## src/ofb_pkg.sv

```systemverilog
package ofb_pkg;

  // Storage word and cell index geometry
  localparam int WORD_W = 32;
  localparam int WBIT_W = 5;
  localparam int IDX_W  = 14;
  localparam int WA_W   = IDX_W - WBIT_W;
  localparam int DIV_W  = 14;
  localparam int LIN_W  = 19;

  // Field widths
  localparam int DIM_W  = 7;
  localparam int ORG_W  = 8;
  localparam int POS_W  = 9;
  localparam int FREE_W = 13;
  localparam int OP_W   = 3;
  localparam int SIDX_W = 12;

  // Configuration port
  localparam int CFG_IDX_W  = 2;
  localparam int CFG_DATA_W = 8;
  localparam logic [CFG_IDX_W-1:0] CFG_GRID_ROWS  = 2'd0;
  localparam logic [CFG_IDX_W-1:0] CFG_GRID_COLS  = 2'd1;
  localparam logic [CFG_IDX_W-1:0] CFG_ORIGIN_ROW = 2'd2;
  localparam logic [CFG_IDX_W-1:0] CFG_ORIGIN_COL = 2'd3;

  localparam logic [DIM_W-1:0] ROWS_RST = 7'd32;
  localparam logic [DIM_W-1:0] COLS_RST = 7'd32;
  localparam logic [DIM_W-1:0] DIM_MIN  = 7'd3;

  localparam logic [FREE_W-1:0] FREE_MAX = '1;

  // Operation codes
  localparam logic [OP_W-1:0] OP_QUERY     = 3'd0;
  localparam logic [OP_W-1:0] OP_MARK_OCC  = 3'd1;
  localparam logic [OP_W-1:0] OP_MARK_FREE = 3'd2;
  localparam logic [OP_W-1:0] OP_FIND      = 3'd3;
  localparam logic [OP_W-1:0] OP_REINIT    = 3'd4;

  typedef struct packed {
    logic [OP_W-1:0]   opcode;
    logic [POS_W-1:0]  pos_row;
    logic [POS_W-1:0]  pos_col;
    logic [SIDX_W-1:0] start_index;
  } in_item_t;

  typedef struct packed {
    logic              occupied;
    logic              found_valid;
    logic [POS_W-1:0]  found_row;
    logic [POS_W-1:0]  found_col;
    logic [FREE_W-1:0] free_cells;
  } out_item_t;

endpackage

```

## src/ofb_scan.sv

```systemverilog
module ofb_scan #(
  parameter int AW = 7
) (
  input  logic                       clk,
  input  logic                       rst_n,
  input  logic                       go,
  input  logic [ofb_pkg::IDX_W-1:0]  start_idx,
  input  logic [ofb_pkg::IDX_W-1:0]  cell_cnt,
  output logic                       rd_en,
  output logic [AW-1:0]              rd_addr,
  input  logic [ofb_pkg::WORD_W-1:0] rd_data,
  output logic                       done,
  output logic                       found,
  output logic [ofb_pkg::IDX_W-1:0]  found_idx
);

  localparam int WW = ofb_pkg::WORD_W;
  localparam int BW = ofb_pkg::WBIT_W;
  localparam int XW = ofb_pkg::IDX_W;
  localparam int VW = ofb_pkg::WA_W;

  // Issue side
  logic          iss_act_r;
  logic [VW-1:0] iss_w_r;
  logic          wrap_r;
  logic          first_r;
  logic          issue_last;

  // Scan bounds, held for the whole search
  logic [VW-1:0] ws_r;
  logic [VW-1:0] wl_r;
  logic [BW-1:0] off_r;
  logic [XW-1:0] cells_r;
  logic [XW-1:0] cnt_m1;

  // Check side: tag of the word whose data is on rd_data
  logic          tag_v_r;
  logic [VW-1:0] tag_w_r;
  logic          tag_first_r;
  logic          tag_last_r;

  logic [WW-1:0] free_bits;
  logic [XW-1:0] bit_idx;
  logic [BW-1:0] hit_pos;
  logic          hit;
  logic          stop;

  logic          done_r;
  logic          found_r;
  logic [XW-1:0] idx_r;

  assign cnt_m1     = cell_cnt - XW'(1);
  assign issue_last = wrap_r && (iss_w_r == ws_r);
  assign rd_en      = iss_act_r;
  assign rd_addr    = AW'(iss_w_r);

  // Free cells in the arriving word, lowest first
  always_comb begin
    free_bits = '0;
    hit_pos   = '0;
    bit_idx   = '0;
    for (int b = 0; b < WW; b++) begin
      bit_idx      = {tag_w_r, BW'(b)};
      free_bits[b] = !rd_data[b] && (bit_idx < cells_r) &&
                     (!tag_first_r || (BW'(b) >= off_r));
    end
    for (int b = WW - 1; b >= 0; b--) begin
      if (free_bits[b]) begin
        hit_pos = BW'(b);
      end
    end
  end

  assign hit  = |free_bits;
  assign stop = tag_v_r && (hit || tag_last_r);

  // Walk from the start word to the last word, then wrap to word 0 and go on up to the start word
  always_ff @(posedge clk) begin
    if (!rst_n) begin
      iss_act_r <= 1'b0;
      tag_v_r   <= 1'b0;
      done_r    <= 1'b0;
      wrap_r    <= 1'b0;
      first_r   <= 1'b0;
      iss_w_r   <= '0;
    end else begin
      done_r <= 1'b0;
      if (go) begin
        iss_act_r <= 1'b1;
        iss_w_r   <= start_idx[XW-1:BW];
        wrap_r    <= 1'b0;
        first_r   <= 1'b1;
        tag_v_r   <= 1'b0;
      end else begin
        tag_v_r <= iss_act_r && !stop;
        if (stop) begin
          iss_act_r <= 1'b0;
          done_r    <= 1'b1;
        end else if (iss_act_r) begin
          first_r <= 1'b0;
          if (issue_last) begin
            iss_act_r <= 1'b0;
          end else if (iss_w_r == wl_r) begin
            iss_w_r <= '0;
            wrap_r  <= 1'b1;
          end else begin
            iss_w_r <= iss_w_r + 1'b1;
          end
        end
      end
    end
  end

  // Bounds, word tags and result
  always_ff @(posedge clk) begin
    if (go) begin
      ws_r    <= start_idx[XW-1:BW];
      wl_r    <= cnt_m1[XW-1:BW];
      off_r   <= start_idx[BW-1:0];
      cells_r <= cell_cnt;
    end
    tag_w_r     <= iss_w_r;
    tag_first_r <= first_r;
    tag_last_r  <= issue_last;
    if (stop) begin
      found_r <= hit;
      idx_r   <= {tag_w_r, hit_pos};
    end
  end

  assign done      = done_r;
  assign found     = found_r;
  assign found_idx = idx_r;

endmodule
```

## config.mk

```make
export PLATFORM = sky130hd
export DESIGN_NAME = ofb_scan
export DESIGN_NICKNAME = d
export VERILOG_FILES = /design/src/ofb_pkg.sv /design/src/ofb_scan.sv
export SDC_FILE = /design/constraint.sdc
export NUM_CORES = 1
export LEC_CHECK = 0
export ABC_AREA = 1
export BUFFER_PORTS_ARGS = -buffer_cell sky130_fd_sc_hd__buf_2
export CORE_UTILIZATION = 25
export CTS_CLUSTER_SIZE = 8
export DETAILED_ROUTE_END_ITERATION = 10
export GPL_ROUTABILITY_DRIVEN = 0
export HOLD_SLACK_MARGIN = 0.05
export PLACE_DENSITY_LB_ADDON = 0.08
export SLEW_MARGIN = 20
export SYNTH_ARGS = -nofsm -noshare
export SYNTH_HDL_FRONTEND = slang
export SYNTH_SLANG_ARGS = --single-unit
```

## constraint.sdc

```tcl
create_clock -name clk -period 8.7 [get_ports clk]
set_clock_uncertainty 0.05 [all_clocks]
set_input_delay 1.74 -clock clk [delete_from_list [all_inputs] [get_ports clk]]
set_output_delay 1.74 -clock clk [all_outputs]
set_load 0.005 [all_outputs]
```

# ---- After elaboration in Yosys (flattened, before gate mapping)
# Index checks and enable logic that the tools add are counted.
dict set report word_totals {
  regBits 77
  latchBits 0
  ram_bits 0
  romBits 0
  out_inout_bits 24
  wordCells 281
  mem_count 0
}
dict set report classes {
  add_sub_neg 2
  mul 0
  n_div 0
  magnitude_cmp 64
  n_eq_ne 4
  shifts 0
  mux 44
  bitwise_logic 3
  n_reduce_logical 144
}
# cell n
set op_table {}
lappend op_table {{$lt 14x14->1} 32}
lappend op_table {{$ge 5x5->1 const A} 16}
lappend op_table {{$mux 5} 16}
lappend op_table {{$logic_and 1x1->1} 67}
lappend op_table {{$mux 9} 5}
lappend op_table {{$ge 4x5->1 const A} 8}
lappend op_table {{$logic_not 1->1} 34}
lappend op_table {{$logic_or 1x1->1} 33}
lappend op_table {{$mux 4} 8}
lappend op_table {{$reduce_or 32->1} 1}
lappend op_table {{$ge 3x5->1 const A} 4}
lappend op_table {{$eq 9x9->1} 2}
lappend op_table {{$reduce_or 16->1} 1}
lappend op_table {{$sub 14x1->14 const B} 1}
lappend op_table {{$mux 3} 4}
lappend op_table {{$ge 1x5->1 const A} 2}
lappend op_table {{$ge 2x5->1 const A} 2}
lappend op_table {{$add 9x1->9 const B} 1}
lappend op_table {{$mux 1} 9}
lappend op_table {{$reduce_or 8->1} 1}
lappend op_table {{$mux 2} 2}
lappend op_table {{$ne 2x2->1 const B} 2}
lappend op_table {{$reduce_and 4->1} 1}
lappend op_table {{$reduce_or 2->1} 2}
lappend op_table {{5 further kinds} 7}

# ---- Longest topological paths before layout
dict set report logic_depth {
  ltp_word 34
  depth_mapped 40
}

# ---- Worst setup path after synthesis
# No wires, ideal clock.
dict set report synth_timing {
  path_kind {input-to-reg}
  startpoint {input cell_cnt[3] (netlist bit)}
  endpoint {register wl_r[8], data pin}
  setup_ns 0.258
  t_arrival_ns 3.451
  slack_ns 4.942
  stages 19
  path_buffers 0
  cell_sequence {nor3_1 nor3b_1 inv_1 nor2_1 inv_1 nor2_1 inv_1 nor2_1 inv_1 nor2_1 inv_1 nor2_1 inv_1 nor2_1 inv_1 nor2_1 inv_1 or2_2 xnor2_1}
}
dict set report synth_via {
  elab_chain_len 1
}
# item line_no
set synth_lines {}
lappend synth_lines {{from (decl)} ofb_scan.sv:8} ;# input logic [ofb_pkg::IDX_W-1:0] cell_cnt,
lappend synth_lines {{$sub 14x1->14} ofb_scan.sv:52} ;# assign cnt_m1 = cell_cnt - XW'(1);
lappend synth_lines {{via cnt_m1[13]} ofb_scan.sv:34} ;# logic [XW-1:0] cnt_m1;
lappend synth_lines {{to (signal assigned)} ofb_scan.sv:118} ;# wl_r <= cnt_m1[XW-1:BW];
lappend synth_lines {{to (decl)} ofb_scan.sv:31} ;# logic [VW-1:0] wl_r;
# The timed path passes the listed nets, and every way through them passes these cells.
# A chain may end at the register's enable or synchronous reset.

# ---- Worst setup path in the final report
dict set report layout_timing {
  startpoint {register cells_r[13]}
  endpoint {register iss_w_r[2]}
}
dict set report layout_via {
  elab_chain_len 8
  elab_cells_between_ends 101
  cone_classes {32 x order compare; 1 x eq/ne; 68 x reduce/logical}
}
# item line_no
set layout_lines {}
lappend layout_lines {{from (decl)} ofb_scan.sv:33} ;# logic [XW-1:0] cells_r;
lappend layout_lines {{from (signal assigned)} ofb_scan.sv:120} ;# cells_r <= cell_cnt;
lappend layout_lines {{$lt 14x14->1} ofb_scan.sv:64} ;# free_bits[b] = !rd_data[b] && (bit_idx < cells_r) &&
lappend layout_lines {{$logic_and 1x1->1 (2 in series)} ofb_scan.sv:64}
lappend layout_lines {{$reduce_or 32->1 (*)} ofb_scan.sv:74} ;# assign hit = |free_bits;
lappend layout_lines {{via hit} ofb_scan.sv:45} ;# logic hit;
lappend layout_lines {{$logic_or 1x1->1 (*)} ofb_scan.sv:75} ;# assign stop = tag_v_r && (hit || tag_last_r);
lappend layout_lines {{$logic_and 1x1->1 (*)} ofb_scan.sv:75}
lappend layout_lines {{$ne 2x2->1 (no line) (*)} -}
lappend layout_lines {{$reduce_and 3->1 (no line) (*)} -}
lappend layout_lines {{to (signal assigned)} ofb_scan.sv:90} ;# iss_w_r <= start_idx[XW-1:BW];
lappend layout_lines {{to (signal assigned)} ofb_scan.sv:107} ;# iss_w_r <= iss_w_r + 1'b1;
lappend layout_lines {{to (decl)} ofb_scan.sv:24} ;# logic [VW-1:0] iss_w_r;
# Mark *: on every way through the listed nets, which the timed path passes. The rest lies on a longest branch.

==> out/qor.yml <==
setup_path:
  cpLargestDelayFamily: "simple AND/OR/NAND/NOR gates"
  path_depth: 23
  max_stage_delay_ns: 0.35
  crit_required_ns: 8.89
  end_kind: "register"
  path_max_fanout: 10
  slowest_stage: "and2_1"
  start_kind: "register"
  criticalPathCategory: "register to register"
  cp_cell_sequence: "inv_1 > ha_1 > nand2_1 > nor2_2 > and2_1 > nand3_1 > nand2_2 > inv_2 > and2_1 > nor2_4 > nand2_2 > nor4_4 > nand4_1 > or2_1 > nand2_2 > nand2_4 > nor2_8 > inv_2 > nand2_4 > inv_4 > nand2_1 > a21oi_1 > a31o_1"
  crit_top_cell: "nand2_2"
  critPathBufInv: 4
  crit_arrival_ns: 4.11
  reg2regPathDepth: 23
route:
  wl_per_cell_microns: 14.8
  drc: 0
  drtAntennaViolNets: 0
  avgViaCountPerCell: 4.50
  first_pass_iters: 6
  wl_microns: 12900
  drt-initial-drc-count: 266
  vias: 3937
pwr:
  power.internal_w: 0.000714
  p_leak_nw: 2.45
  netSwitchingPower_w: 0.000278
  seq_power_share_pct: 44.0
  powerDensity_nw_per_um2: 183
  clockPowerShare_pct: 39.7
  p_comb_share_pct: 16.3
  sw_frac_of_total_pct: 28.0
  ir_drop_uv: 100
clocking:
  ctsHtreeMaxLevel: 3
  post-cts-setup-buffer-count: 0
  path_clk_slew_ns: 0.07
  cts_resized: 0
  insertion_delay_ns: 0.35
  cts_hold_buffers: 0
  cts_root_buffer: "clkbuf_16"
  cts_sinks: 77
  cts_made_buffers: 9
  cts_max_path_buffers: 2
  cts_tree: "done"
min_path:
  min_path_cells: 0
  hold_class: "register to register"
global_route:
  grt_pass1_wl_microns: 20600
  grt_max_degree: 49
  grt_antenna_before_repair: 0
  first_global_vias: 3843
  grt_overflow: 0
  track_usage_pct: 15.0
finish:
  areaGrowthSynthToFinish_pct: 20.7
  diodes: 0
  final_core_util_pct: 31.1
  final_cell_mix: "nand2_1, buf_2, inv_1"
  final_layout_size_suffix_gt1_share_pct: 19.4
  fillers: 1911
  multiInputGateArea_sq_um: 1980
  finalNetCount: 718
  regArea_sq_um: 2060
  final_common_cell: "nand2_1"
floorplan:
  start_util_pct: 25.8
  die_w_microns: 136
  coreArea_sq_um: 17400
  die-area_sq_um: 18500
  rows: 48
  top_level_ports: 87
  fp.dieH_microns: 136
synth:
  synth-seq-cells: 77
  synthArstFlopShare_pct: 0
  yosysSeqAreaShare_pct: 46.0
  ys.flop_type: "edfxtp_1"
  synth_nets: 635
  yosys_warnings: 0
  avgSynthCellArea_sq_um: 8.00
  synth_edf_count: 52
  ys_types: 41
  syn_inst: 561
  syn_area_sq_um: 4490
timing:
  fmaxAchievable_ghz: 0.255
  finalMaxSlewViolations: 0
  hold_viol: 0
  worst_pin_slew_ns: 1.10
  min_period_ns: 3.92
  slew_headroom_pct: 26.1
  rsz0062_at_grt: "false"
  fin_tns_setup_ns: 0
  finalSetupViolCount: 0
  timing.final.crit_share_pct: 45.0
place:
  portBuffers: 86
  dp_hpwl_microns: 10200
job:
  cap_violations: 0
run_status:
  status: "completed"
## registers in the layout (all words and copies together), names as in the netlist, 5 cells and up
register   cells
cells_r       14
iss_w_r        9
tag_w_r        9
found_idx     14
wl_r           9
ws_r           9
off_r          5
## cell usage after synthesis, types with 8 or more instances
cell / n / area share (%)
a21oi_1: 38 / 4.2
edfxtp_1: 52 / 35
ha_1: 11 / 3.1
nor3_1: 11 / 1.2
nor2_1: 57 / 4.8
nand3_1: 21 / 2.3
xor2_1: 8 / 1.6
xnor2_1: 8 / 1.6
o21ai_0: 18 / 2.0
inv_1: 84 / 7.0
dfxtp_1: 25 / 11
nand2_1: 132 / 11
nor4_1: 10 / 1.4
## layout make-up
class | count | area share, %
Clock buffer | 13 | 4.80
Clock inverter | 3 | 0.785
Inverter | 93 | 6.54
Multi-Input combinational cell | 376 | 36.5
Sequential cell | 77 | 38.1
Tap cell | 225 | 5.20
Timing Repair Buffer | 87 | 8.08
## worst reg2reg max path, delay by kind of cell, from the launching register on
kind,cells,cell delay [ns]
compound gates,2,0.27
fa+ha+maj,1,0.28
buf+inv,4,0.23
flops,1,0.32
simple gates,16,2.67
## power groups by stage
stage | Combinational, W | Clock, W | Sequential (W)
6_report | 0.000162 | 0.000393 | 0.000436
5_1_grt | 0.000187 | 0.000418 | 0.000440
4_1_cts | 0.000164 | 0.000402 | 0.000437
3_5_place_dp | 0.000163 | 0 | 0.000445
3_3_place_gp | 0.000163 | 0 | 0.000445
2_1_floorplan | 0.000111 | 0 | 0.000435
## path summary, 6_finish.rpt
path	start	to	slack, ns
worst max-delay path	cells_r[13]	iss_w_r[2]	4.78
worst min-delay path	first_r	tag_first_r	0.32
worst max register to register	cells_r[13]	iss_w_r[2]	4.78
worst min register to register	first_r	tag_first_r	0.32
## metrics by stage
step	instance area, sq um	total power, W	setup WS, ns	std cells	hold WS, ns
3_5_place_dp	5110	0.000608	4.55	858	0.313
2_1_floorplan	4490	0.000547	4.94	561	0.279
3_3_place_gp	5110	0.000608	4.55	858	0.319
6_report	5420	0.000992	4.78	874	0.316
5_1_grt	5420	0.00104	4.08	874	0.337
4_1_cts	5420	0.00100	4.72	874	0.327
## cells by family (layout without fill, tap and decap cells)
group | Yosys count | after routing | synth area share, %
compound gates | 84 | 84 | 10.9
xor+xnor | 16 | 16 | 3.12
fa+ha+maj | 11 | 11 | 3.07
buf+inv | 108 | 196 | 9.93
flops | 77 | 77 | 46.0
simple gates | 265 | 265 | 27.0
## layer usage
layer	vias to the layer above	wire length, microns	track usage [%]	share of wire, %
met4	0	211	5.19	1.6
li1	2016	-	-	-
met2	111	5670	22.4	44
met5	-	0	0	0
met1	1795	6460	21.4	50
met3	15	598	2.83	4.6
(Power assumes the default switching activity.)
