### src/ofb_pkg.sv
package ofb_pkg;

  // Storage word and cell index geometry
  localparam int WORD_W = 32;
  localparam int WBIT_W = 5;
  localparam int IDX_W  = 14;
  localparam int WA_W   = IDX_W - WBIT_W;
  localparam int DIV_W  = 14;
  localparam int LIN_W  = 19;

  // Field widths
  localparam int DIM_W  = 7;
  localparam int ORG_W  = 8;
  localparam int POS_W  = 9;
  localparam int FREE_W = 13;
  localparam int OP_W   = 3;
  localparam int SIDX_W = 12;

  // Configuration port
  localparam int CFG_IDX_W  = 2;
  localparam int CFG_DATA_W = 8;
  localparam logic [CFG_IDX_W-1:0] CFG_GRID_ROWS  = 2'd0;
  localparam logic [CFG_IDX_W-1:0] CFG_GRID_COLS  = 2'd1;
  localparam logic [CFG_IDX_W-1:0] CFG_ORIGIN_ROW = 2'd2;
  localparam logic [CFG_IDX_W-1:0] CFG_ORIGIN_COL = 2'd3;

  localparam logic [DIM_W-1:0] ROWS_RST = 7'd32;
  localparam logic [DIM_W-1:0] COLS_RST = 7'd32;
  localparam logic [DIM_W-1:0] DIM_MIN  = 7'd3;

  localparam logic [FREE_W-1:0] FREE_MAX = '1;

  // Operation codes
  localparam logic [OP_W-1:0] OP_QUERY     = 3'd0;
  localparam logic [OP_W-1:0] OP_MARK_OCC  = 3'd1;
  localparam logic [OP_W-1:0] OP_MARK_FREE = 3'd2;
  localparam logic [OP_W-1:0] OP_FIND      = 3'd3;
  localparam logic [OP_W-1:0] OP_REINIT    = 3'd4;

  typedef struct packed {
    logic [OP_W-1:0]   opcode;
    logic [POS_W-1:0]  pos_row;
    logic [POS_W-1:0]  pos_col;
    logic [SIDX_W-1:0] start_index;
  } in_item_t;

  typedef struct packed {
    logic              occupied;
    logic              found_valid;
    logic [POS_W-1:0]  found_row;
    logic [POS_W-1:0]  found_col;
    logic [FREE_W-1:0] free_cells;
  } out_item_t;

endpackage

### src/ofb_div.sv
module ofb_div (
  input  logic                      clk,
  input  logic                      rst_n,
  input  logic                      start,
  input  logic [ofb_pkg::DIV_W-1:0] dividend,
  input  logic [ofb_pkg::DIV_W-1:0] divisor,
  output logic                      done,
  output logic [ofb_pkg::DIV_W-1:0] quotient,
  output logic [ofb_pkg::DIV_W-1:0] remainder
);

  localparam int DW    = ofb_pkg::DIV_W;
  localparam int CNT_W = $clog2(DW + 1);

  logic [DW:0]      rem_r;
  logic [DW-1:0]    quo_r;
  logic [DW-1:0]    dvs_r;
  logic [CNT_W-1:0] cnt_r;
  logic             run_r;
  logic             done_r;
  logic [DW:0]      shifted;
  logic [DW:0]      trial;

  // One restoring step: shift in the next dividend bit and try the subtract
  assign shifted = {rem_r[DW-1:0], quo_r[DW-1]};
  assign trial   = shifted - {1'b0, dvs_r};

  // Sequence control
  always_ff @(posedge clk) begin
    if (!rst_n) begin
      run_r  <= 1'b0;
      done_r <= 1'b0;
      cnt_r  <= '0;
    end else begin
      done_r <= 1'b0;
      if (start) begin
        run_r <= 1'b1;
        cnt_r <= CNT_W'(DW);
      end else if (run_r) begin
        cnt_r <= cnt_r - 1'b1;
        if (cnt_r == CNT_W'(1)) begin
          run_r  <= 1'b0;
          done_r <= 1'b1;
        end
      end
    end
  end

  // Partial remainder and quotient
  always_ff @(posedge clk) begin
    if (start) begin
      rem_r <= '0;
      quo_r <= dividend;
      dvs_r <= divisor;
    end else if (run_r) begin
      if (!trial[DW]) begin
        rem_r <= trial;
        quo_r <= {quo_r[DW-2:0], 1'b1};
      end else begin
        rem_r <= shifted;
        quo_r <= {quo_r[DW-2:0], 1'b0};
      end
    end
  end

  assign done      = done_r;
  assign quotient  = quo_r;
  assign remainder = rem_r[DW-1:0];

endmodule

### config.mk
export PLATFORM = sky130hd
export DESIGN_NAME = ofb_div
export DESIGN_NICKNAME = d
export VERILOG_FILES = /design/src/ofb_pkg.sv /design/src/ofb_div.sv
export SDC_FILE = /design/constraint.sdc
export NUM_CORES = 1
export LEC_CHECK = 0
export BUFFER_PORTS_ARGS = -buffer_cell sky130_fd_sc_hd__buf_2
export CAP_MARGIN = 5
export CORE_UTILIZATION = 45
export CTS_BUF_LIST = sky130_fd_sc_hd__clkbuf_4
export CTS_CLUSTER_DIAMETER = 100
export DETAILED_ROUTE_END_ITERATION = 8
export GPL_ROUTABILITY_DRIVEN = 0
export PLACE_DENSITY_LB_ADDON = 0.12
export REMOVE_ABC_BUFFERS = 1
export SLEW_MARGIN = 30
export SYNTH_ARGS = -nofsm -noshare
export SYNTH_HDL_FRONTEND = slang
export SYNTH_SLANG_ARGS = --single-unit
### constraint.sdc
create_clock -name clk -period 3.26 [get_ports clk]
set_input_delay 0.489 -clock clk [delete_from_list [all_inputs] [get_ports clk]]
set_output_delay 0.489 -clock clk [all_outputs]
set_load 0.1 [all_outputs]
## Word level (Yosys, flattened, before mapping)

Index checks and enable logic that the tools add are counted.

- Register bits: 48
- Bits of input ports: 31

- $add $sub $neg: 2
- Equality and inequality tests: 1
- Multiplexer cells: 10
- Bitwise operators: 2
- Reduce and logical (&&, ||, !) cells: 3

Operators by type and width:

| kind | number |
|---|---|
| 2-to-1 mux 14 bit | 3 |
| subtractor 15 x 14 -> 15 bit | 1 |
| 2-to-1 mux 4 bit | 2 |
| 2-to-1 mux 1 bit | 5 |
| equality test 4 x 1 -> 1 bit, second input constant | 1 |
| subtractor 4 x 1 -> 4 bit, second input constant | 1 |
| OR reduction 3 bit | 1 |
| inverter 1 bit | 2 |
| nonzero test 2 bit | 1 |
| OR reduction 2 bit | 1 |

## Longest topological paths before layout

Gate-level depths: netlist (run 1).

- Word-level depth: 4
- Depth in mapped cells: 11
- Gate-level depth less buffers: 10

## Least setup slack after synthesis (run 1)

OpenSTA, ideal clock, no wires.

- Path type: flip-flop to flip-flop
- Start point: register quo_r[13], in the netlist quotient[13]
- End point: register rem_r[11]
- Setup time: 88 ps
- Arrival time: 2941 ps
- Required time: 3172 ps
- Setup slack: 230 ps
- Stages on the path, launching flop included: 12
- Path buffers: 1
- Period minus slack after synthesis: 3030 ps
- Cell sequence: edfxtp_1 -> inv_1 -> ha_1 -> fa_1 -> nor2b_1 -> o31a_1 -> o2111ai_2 -> a21o_1 -> nand3_4 -> buf_12 -> o211ai_1 -> a311oi_2

- Word-level cells in the longest chain between the ends: 2

Ends and longest elaborated chain:

| item | line | source |
|---|---|---|
| from (decl) | ofb_div.sv:16 | `logic [DW-1:0] quo_r;` |
| from (signal assigned) | ofb_div.sv:53 | `quo_r <= dividend;` |
| from (signal assigned) | ofb_div.sv:58 | `quo_r <= {quo_r[DW-2:0], 1'b1};` |
| from (signal assigned) | ofb_div.sv:61 | `quo_r <= {quo_r[DW-2:0], 1'b0};` |
| subtractor 15 x 14 -> 15 bit | ofb_div.sv:26 | `assign trial = shifted - {1'b0, dvs_r};` |
| 2-to-1 mux 14 bit | ofb_div.sv:56 | `if (!trial[DW]) begin` |
| to (signal assigned) | ofb_div.sv:57 | `rem_r <= trial;` |
| to (signal assigned) | ofb_div.sv:60 | `rem_r <= shifted;` |
| to (decl) | ofb_div.sv:15 | `logic [DW:0] rem_r;` |

No other way between the ends.
A chain may end at the register's enable or synchronous reset.

## Worst setup path after layout (run 1)

- Start point: register quo_r[13], in the netlist quotient[13]
- End point: register rem_r[7]

The elaborated chain is that of the path after synthesis.

==> results of run 1 <==
critical path, cell delays in order (launching register included):
cell,delay (ns)
edfxtp_1,0.41
inv_1,0.07
ha_1,0.23
fa_1,0.41
nor2b_1,0.16
o31a_1,0.21
o2111ai_2,0.14
nand4_2,0.16
nand3_4,0.24
and3_1,0.27
nor4_2,0.22
cell families (layout without fill, tap and decap cells):
group                    after synthesis  count (layout)  synth area share, %
buffers and inverters                 29              89                 4.67
flip-flops                            48              48                 46.3
multiplexers                          21              21                 8.45
adder cells (fa/ha/maj)               17              17                 8.22
XOR/XNOR                              12              12                 3.92
AND/OR/NAND/NOR                       67              67                 13.9
AO/OA/AOI/OAI                         55              55                 14.5
sequential cells by signal (all words and copies together), names as in the netlist:
name,cells
run_r,1
rem_r,14
quotient,14
dvs_r,14
done,1
cnt_r,4
cells in the mapped netlist, types with 3 or more instances:
cell	count
edfxtp_1	28
dfxtp_1	20
inv_1	20
nor2_1	19
ha_1	16
mux2_2	13
nand2_1	13
o21ai_0	11
a211oi_1	9
a21oi_1	9
mux2i_1	8
nor2b_1	8
clkbuf_1	7
xnor2_1	7
a21o_1	5
xor2_1	5
and3_1	4
nor3b_1	4
a21boi_0	3
nand3_1	3
o21a_1	3
power by group through the flow:
stage               sequential [W]  combinational (W)  clock, W
detailed placement        0.000757           0.000675         0
finish                    0.000742           0.000671  0.000353
floorplan                  0.00102           0.000281         0
global placement          0.000756           0.000671         0
global route              0.000751           0.000725  0.000392
CTS                       0.000744           0.000677  0.000371
stage by stage:
stage / hold WS, ns / power, W / utilization [%]
2_1_floorplan: 0.521 / 0.00130 / -
3_3_place_gp: 0.514 / 0.00143 / 54.0
3_5_place_dp: 0.519 / 0.00143 / 54.0
4_1_cts: 0.261 / 0.00179 / 55.4
5_1_grt: 0.245 / 0.00187 / 55.4
6_report: 0.284 / 0.00177 / 55.4
metal layers:
layer	part of all wire, %	track usage, %	vias to the layer above
li1	-	-	1026
met2	48	30.8	40
met3	4.8	4.83	6
met4	1.3	6.91	0
met5	0	0	-
met1	46	20.5	891
cell type report:
type | instances | area, µm² | area share (%)
Clock buffer | 5 | 37.5 | 1.21
Inverter | 20 | 75.1 | 2.41
Sequential cell | 48 | 1240 | 39.9
Clock inverter | 3 | 42.5 | 1.37
Tap cell | 72 | 90.1 | 2.90
Multi-Input combinational cell | 172 | 1310 | 42.2
Timing Repair Buffer | 61 | 310 | 9.98
worst max-delay path by stage:
stage | slack [ns] | cells after the start | endpoint | startpoint
floorplan | 0.26 | 10 | rem_r[10] | quotient[13]
global placement | 0.79 | 10 | rem_r[7] | quotient[13]
detailed placement | 0.65 | 10 | rem_r[7] | quotient[13]
CTS | 0.61 | 10 | rem_r[7] | quotient[13]
global route | 0.42 | 10 | rem_r[7] | quotient[13]
finish | 0.66 | 10 | rem_r[7] | quotient[13]
placed cells by master, fill, tap and decap left out, drive strengths merged, types with 2 or more instances in the layout:
cell	n
mux2i	8
a21oi	9
nand4b	2
buf	61
nand3	4
nor2	19
dfxtp	20
xor2	5
or2	2
nand2	13
and3	4
a21boi	3
nor2b	8
o21a	3
o21ai	12
clkinv	2
clkbuf	5
o2111ai	2
edfxtp	28
a211oi	10
nor3b	4
xnor2	7
nand2b	2
o211ai	2
a31oi	2
o31a	2
mux2	13
nor3	2
a21o	5
ha	16
nand4	3
inv	20
==> metrics, run 1 <==
setup total negative slack=0 ns; fraction of the cycle the final worst path needs=79.9%; EDFF count, synth=28; Worst-Margin Slew=between 0.6 and 0.7 ns; Max Cap Viol=0; Max clock buf depth=2; floorplan row count=27; count of distinct cell types in the synthesized netlist=47; class of the most critical hold timing path=in2reg; post-synthesis instance area=0.00268 mm²; die width=around 80 µm; number of antenna violations at the first check in global routing=0; total count of max-transition violations in the final report=0; ANT nets after route=0; Net Switching=0.000708 W; pre-CTS setup slack=0.655 ns; number of buffers added on ports=slightly below 60; Inserted Clock Buffers=5; first-pass GRT wire length=8.64 mm; proportion of synthesized flip-flops having asynchronous set or reset=0%; Period minus WS final=2.60 ns; RSZ-0062 raised after global routing=false; post-synthesis sequential area ratio=46.3%; Worst R2R Path Depth=10; skew final=0.0115 ns; Gate power share=38.0%; P&R area growth vs syn=16.1%; fmax=384 MHz; CTS resizes=0; Leak Pwr=1.37 nW; relative contribution of the clock network to total power=20.0%; overall track demand over capacity in global routing=between 10% and 20%; status=finished, final reports clean; post-route non-filler standard cell count=about 380; most common flop cell mapped by yosys=edfxtp_1; overflow left after global routing=0; post-CTS setup repair buffer count=0; fraction of power spent switching nets=around two fifths; endpoint with the worst hold slack=dvs_r[6]; synthesized netlist cell count=249; starting density of the core=47.8%; portion of total power attributed to sequential cells=42.0%; Critical Path End Type=flip-flop; R2R Path Start=quotient[13]; area of the die=0.00627 mm²; mean routed wirelength per cell=between 10 and 15 µm; final standard cell area without fillers=slightly above 0.003 mm²; detailed placer's ending HPWL=3.77 mm; Setup crit start kind=flip-flop; total number of vias=1963; total of warnings raised by yosys=0; Std-Cell Core Area=0.00561 mm²; final-report setup violation count=0; internal power component=0.00106 W; pin count of the biggest net entering global routing=33; Cells on Worst Hold Path=1; number of top-level pins=60; cell area reported after detailed placement=0.00303 mm²; Layout Nets=between 300 and 400; largest vdd supply drop=0.321 mV; clock transition at the registers of the reported paths=0.15 ns; area share of the largest cell type after synthesis=about a third; Final Hold Viols=0; TritonCTS clock tree=built; mean post-synth cell area=around 11 µm²; share of cells above drive strength 1=28.8%; first-iteration detailed-routing DRC count=slightly above 90; number of antenna cells inserted=0; top cells by area, synth=edfxtp_1, dfxtp_1, ha_1; worst-case setup margin in the final layout=0.656 ns; latest clock arrival within the worst-skew pair=around 0.37 ns; max-slew headroom at the worst pin=57.0%; clock sink count=48; count of fill cells added during filler insertion=506; routed vias/inst=5.15; placed cells=373; CTS root buffer=clkbuf_4; DRC errors left=0; top fanout value on the critical path=16; number of global-route vias before repair=1996; required time reported for the critical path endpoint=approximately 3.5 ns; Pwr Density=568 mW/mm²; count of TritonRoute iterations in the first routing pass=4; number of H-tree levels=2; critical path type=reg2reg; HP Start=divisor[6]; final wirelength=4.97 mm; capture point of the worst reg-to-reg path=rem_r[7]; #FFs+latches synth=48; largest area contributor in the netlist=edfxtp_1; height of the chip=~80 µm; quantity of hold-fixing buffers added after cts=0; flop-to-flop setup slack=~0.66 ns; data arrival at the endpoint of the critical path=slightly below 3 ns
No activity file was read; power rests on OpenSTA's default activity.
==> run 2: changes to the inputs <==
ABC_AREA = 1   (was unset)
clock period = 2.6 ns   (was 3.26 ns; I/O delays follow)
==> run 2 against run 1 <==
  * Global-route usage increased by 1.6 points
  * First-iteration DRC count is 14% higher
  * Area after synthesis rose by 9.0%
  * Sequential power rose by 19%
  * Sequential cell count did not move
  * Cell area increased by 7.3%
  * Count of clock-buffer cells in the layout did not move
  * Non-clock buffer count rose by 1
  * Clock skew up 0.0028 ns
  * Critical path type unchanged
  * Largest power group unchanged
==> metrics, run 2 <==
status=finished, final reports clean; Max Cap Viol=0; area of the die=0.00681 mm²; detailed placer's ending HPWL=4.39 mm; routed vias/inst=roughly 4.6; number of antenna cells inserted=0; number of top-level pins=60; P&R area growth vs syn=14.3%; #FFs+latches synth=48; Worst-Margin Slew=between 0.5 and 0.6 ns; pin count of the biggest net entering global routing=31; Inserted Clock Buffers=5; clock sink count=48; cell with the most instances after synthesis=nand2_1; Setup crit start kind=flip-flop; max-slew headroom at the worst pin=62.2%; Std-Cell Core Area=about 0.0061 mm²; number of global-route vias before repair=2263; number of antenna violations at the first check in global routing=0; Hold WS=approximately 0.18 ns; largest vdd supply drop=0.290 mV; TritonCTS clock tree=built; area share of the largest cell type after synthesis=28.8%; share of cells above drive strength 1=20.8%; count of fill cells added during filler insertion=622; top fanout value on the critical path=13; first-pass GRT wire length=between 9 and 10 mm; most instantiated cells after synthesis=nand2_1, inv_1, edfxtp_1; data arrival at the endpoint of the critical path=2.36 ns; cell with the largest stage delay on the worst path=fa_1; Critical Path End Type=flip-flop; proportion of synthesized flip-flops having asynchronous set or reset=0%; leading cell type in the layout, fill and taps excluded=nand2_1; mean routed wirelength per cell=11.1 µm; crit path from=quotient[13]; Leak Pwr=1.86 nW; Final Hold Viols=0; Layout Nets=504; class of the most critical hold timing path=in2reg; RSZ-0062 raised after global routing=false; final-report setup violation count=0; R2R Path Start=quotient[13]; post-CTS setup repair buffer count=0; total number of vias=approximately 2500; quantity of hold-fixing buffers added after cts=0; skew final=0.0142 ns; count of TritonRoute iterations in the first routing pass=4; fmax=481 MHz; HP Start=divisor[11]; multi-input gate area in the final layout=0.00133 mm²; synthesized netlist cell count=394; total of warnings raised by yosys=0; DRC errors left=0; post-synthesis sequential area ratio=42.5%; pre-CTS setup slack=0.520 ns; clock transition at the registers of the reported paths=0.16 ns; required time reported for the critical path endpoint=2.88 ns; first-iteration detailed-routing DRC count=between 100 and 150; floorplan row count=28; Max clock buf depth=2; most common flop cell mapped by yosys=edfxtp_1; post-synthesis instance area=just under 0.003 mm²; overflow left after global routing=0; overall track demand over capacity in global routing=about a fifth; latest clock arrival within the worst-skew pair=0.37 ns; Sequential Area=~0.0012 mm²; CP Cell Sequence=inv_1 -> ha_1 -> fa_1 -> inv_1 -> nand2_1 -> nand3_2 -> nand2_2 -> nand2_2 -> nand2_2 -> nand2_2 -> nand2_1 -> nand3_2 -> nand2_1; worst-case setup margin in the final layout=0.519 ns; largest area contributor in the netlist=edfxtp_1; most frequent cells in the layout=nand2_1, inv_1, buf_2; top cells by area, synth=edfxtp_1, nand2_1, dfxtp_1; CTS resizes=0; CTS root buffer=clkbuf_4; ANT nets after route=0; critical path type=reg2reg; number of buffers added on ports=59; Pwr Density=497 mW/mm²; height of the chip=82.5 µm; fraction of the cycle the final worst path needs=80.0%; Period minus WS final=around 2.1 ns; mean post-synth cell area=between 7 and 8 µm²; cell type with the highest occurrence count on the critical path=nand2_2; number of H-tree levels=2; count of distinct cell types in the synthesized netlist=31; starting density of the core=a little under half; EDFF count, synth=28; total count of max-transition violations in the final report=0; final wirelength=5.89 mm; die width=82.5 µm; delay of the slowest cell on the worst path=0.41 ns
-- run 2: changes by cell type after synthesis, moves of 5 or more --
cell,change
a211oi_1,-8
nor2b_1,-8
o21ai_0,-9
nand2_2,+16
nor2_1,-7
a21o_1,-5
mux2_2,-13
inv_1,+56
nand2_1,+140
mux2i_1,-8
nand3_1,+24
-- run 2: critical path, delay by kind of cell, from the launching register on --
kind / cells / cell delay (ns)
flops: 1 / 0.37
buf+inv: 2 / 0.15
fa+ha+maj: 2 / 0.63
simple gates: 9 / 0.85
-- run 2: final timing paths --
kind                            cells after the start  slack (ns)        end
worst max register to register                     13        0.52   rem_r[2]
worst max-delay path                               13        0.52   rem_r[2]
worst min-delay path                                1        0.18  dvs_r[11]
worst min register to register                      2        0.50  rem_r[10]
-- run 2: kinds of logic after synthesis --
| group | after synthesis | share of synthesized area (%) |
|---|---|---|
| AND/OR/NAND/NOR | 220 | 32.6 |
| buffers and inverters | 85 | 11.9 |
| flip-flops | 48 | 42.5 |
| AO/OA/AOI/OAI | 17 | 3.34 |
| adder cells (fa/ha/maj) | 17 | 7.54 |
| XOR/XNOR | 7 | 2.10 |
-- run 2: layer usage --
| layer | GRT usage, % | wire (µm) |
|---|---|---|
| met2 | 34.2 | 2810 |
| met3 | 4.29 | 206 |
| met4 | 4.66 | 27 |
| met1 | 23.6 | 2850 |
| met5 | 0 | 0 |
-- run 2: cell type report --
cell class	instances	share of cell area [%]
Clock buffer	5	1.13
Clock inverter	3	0.638
Inverter	78	8.78
Multi-Input combinational cell	261	39.9
Sequential cell	48	37.2
Tap cell	75	2.81
Timing Repair Buffer	62	9.53
-- run 2: power by group --
part	leakage [nW]	internal (W)	switching, W
clock network	0.0336	0.000110	0.000262
registers	0.444	0.000859	0.0000223
logic	1.38	0.0000942	0.000310
total	1.86	0.00106	0.000594
-- run 2: per-stage QoR --
| step | setup TNS [ns] | util (%) | power, W | instance area, µm² | instances |
|---|---|---|---|---|---|
| 4_1_cts | 0 | 54.7 | 0.00168 | 3340 | 532 |
| 3_5_place_dp | 0 | 53.8 | 0.00130 | 3280 | 524 |
| 5_1_grt | 0 | 54.7 | 0.00174 | 3340 | 532 |
| 3_3_place_gp | 0 | 53.8 | 0.00130 | 3280 | 524 |
| 6_report | 0 | 54.7 | 0.00166 | 3340 | 532 |
| 2_1_floorplan | -0.362 | - | 0.00121 | 2870 | 387 |
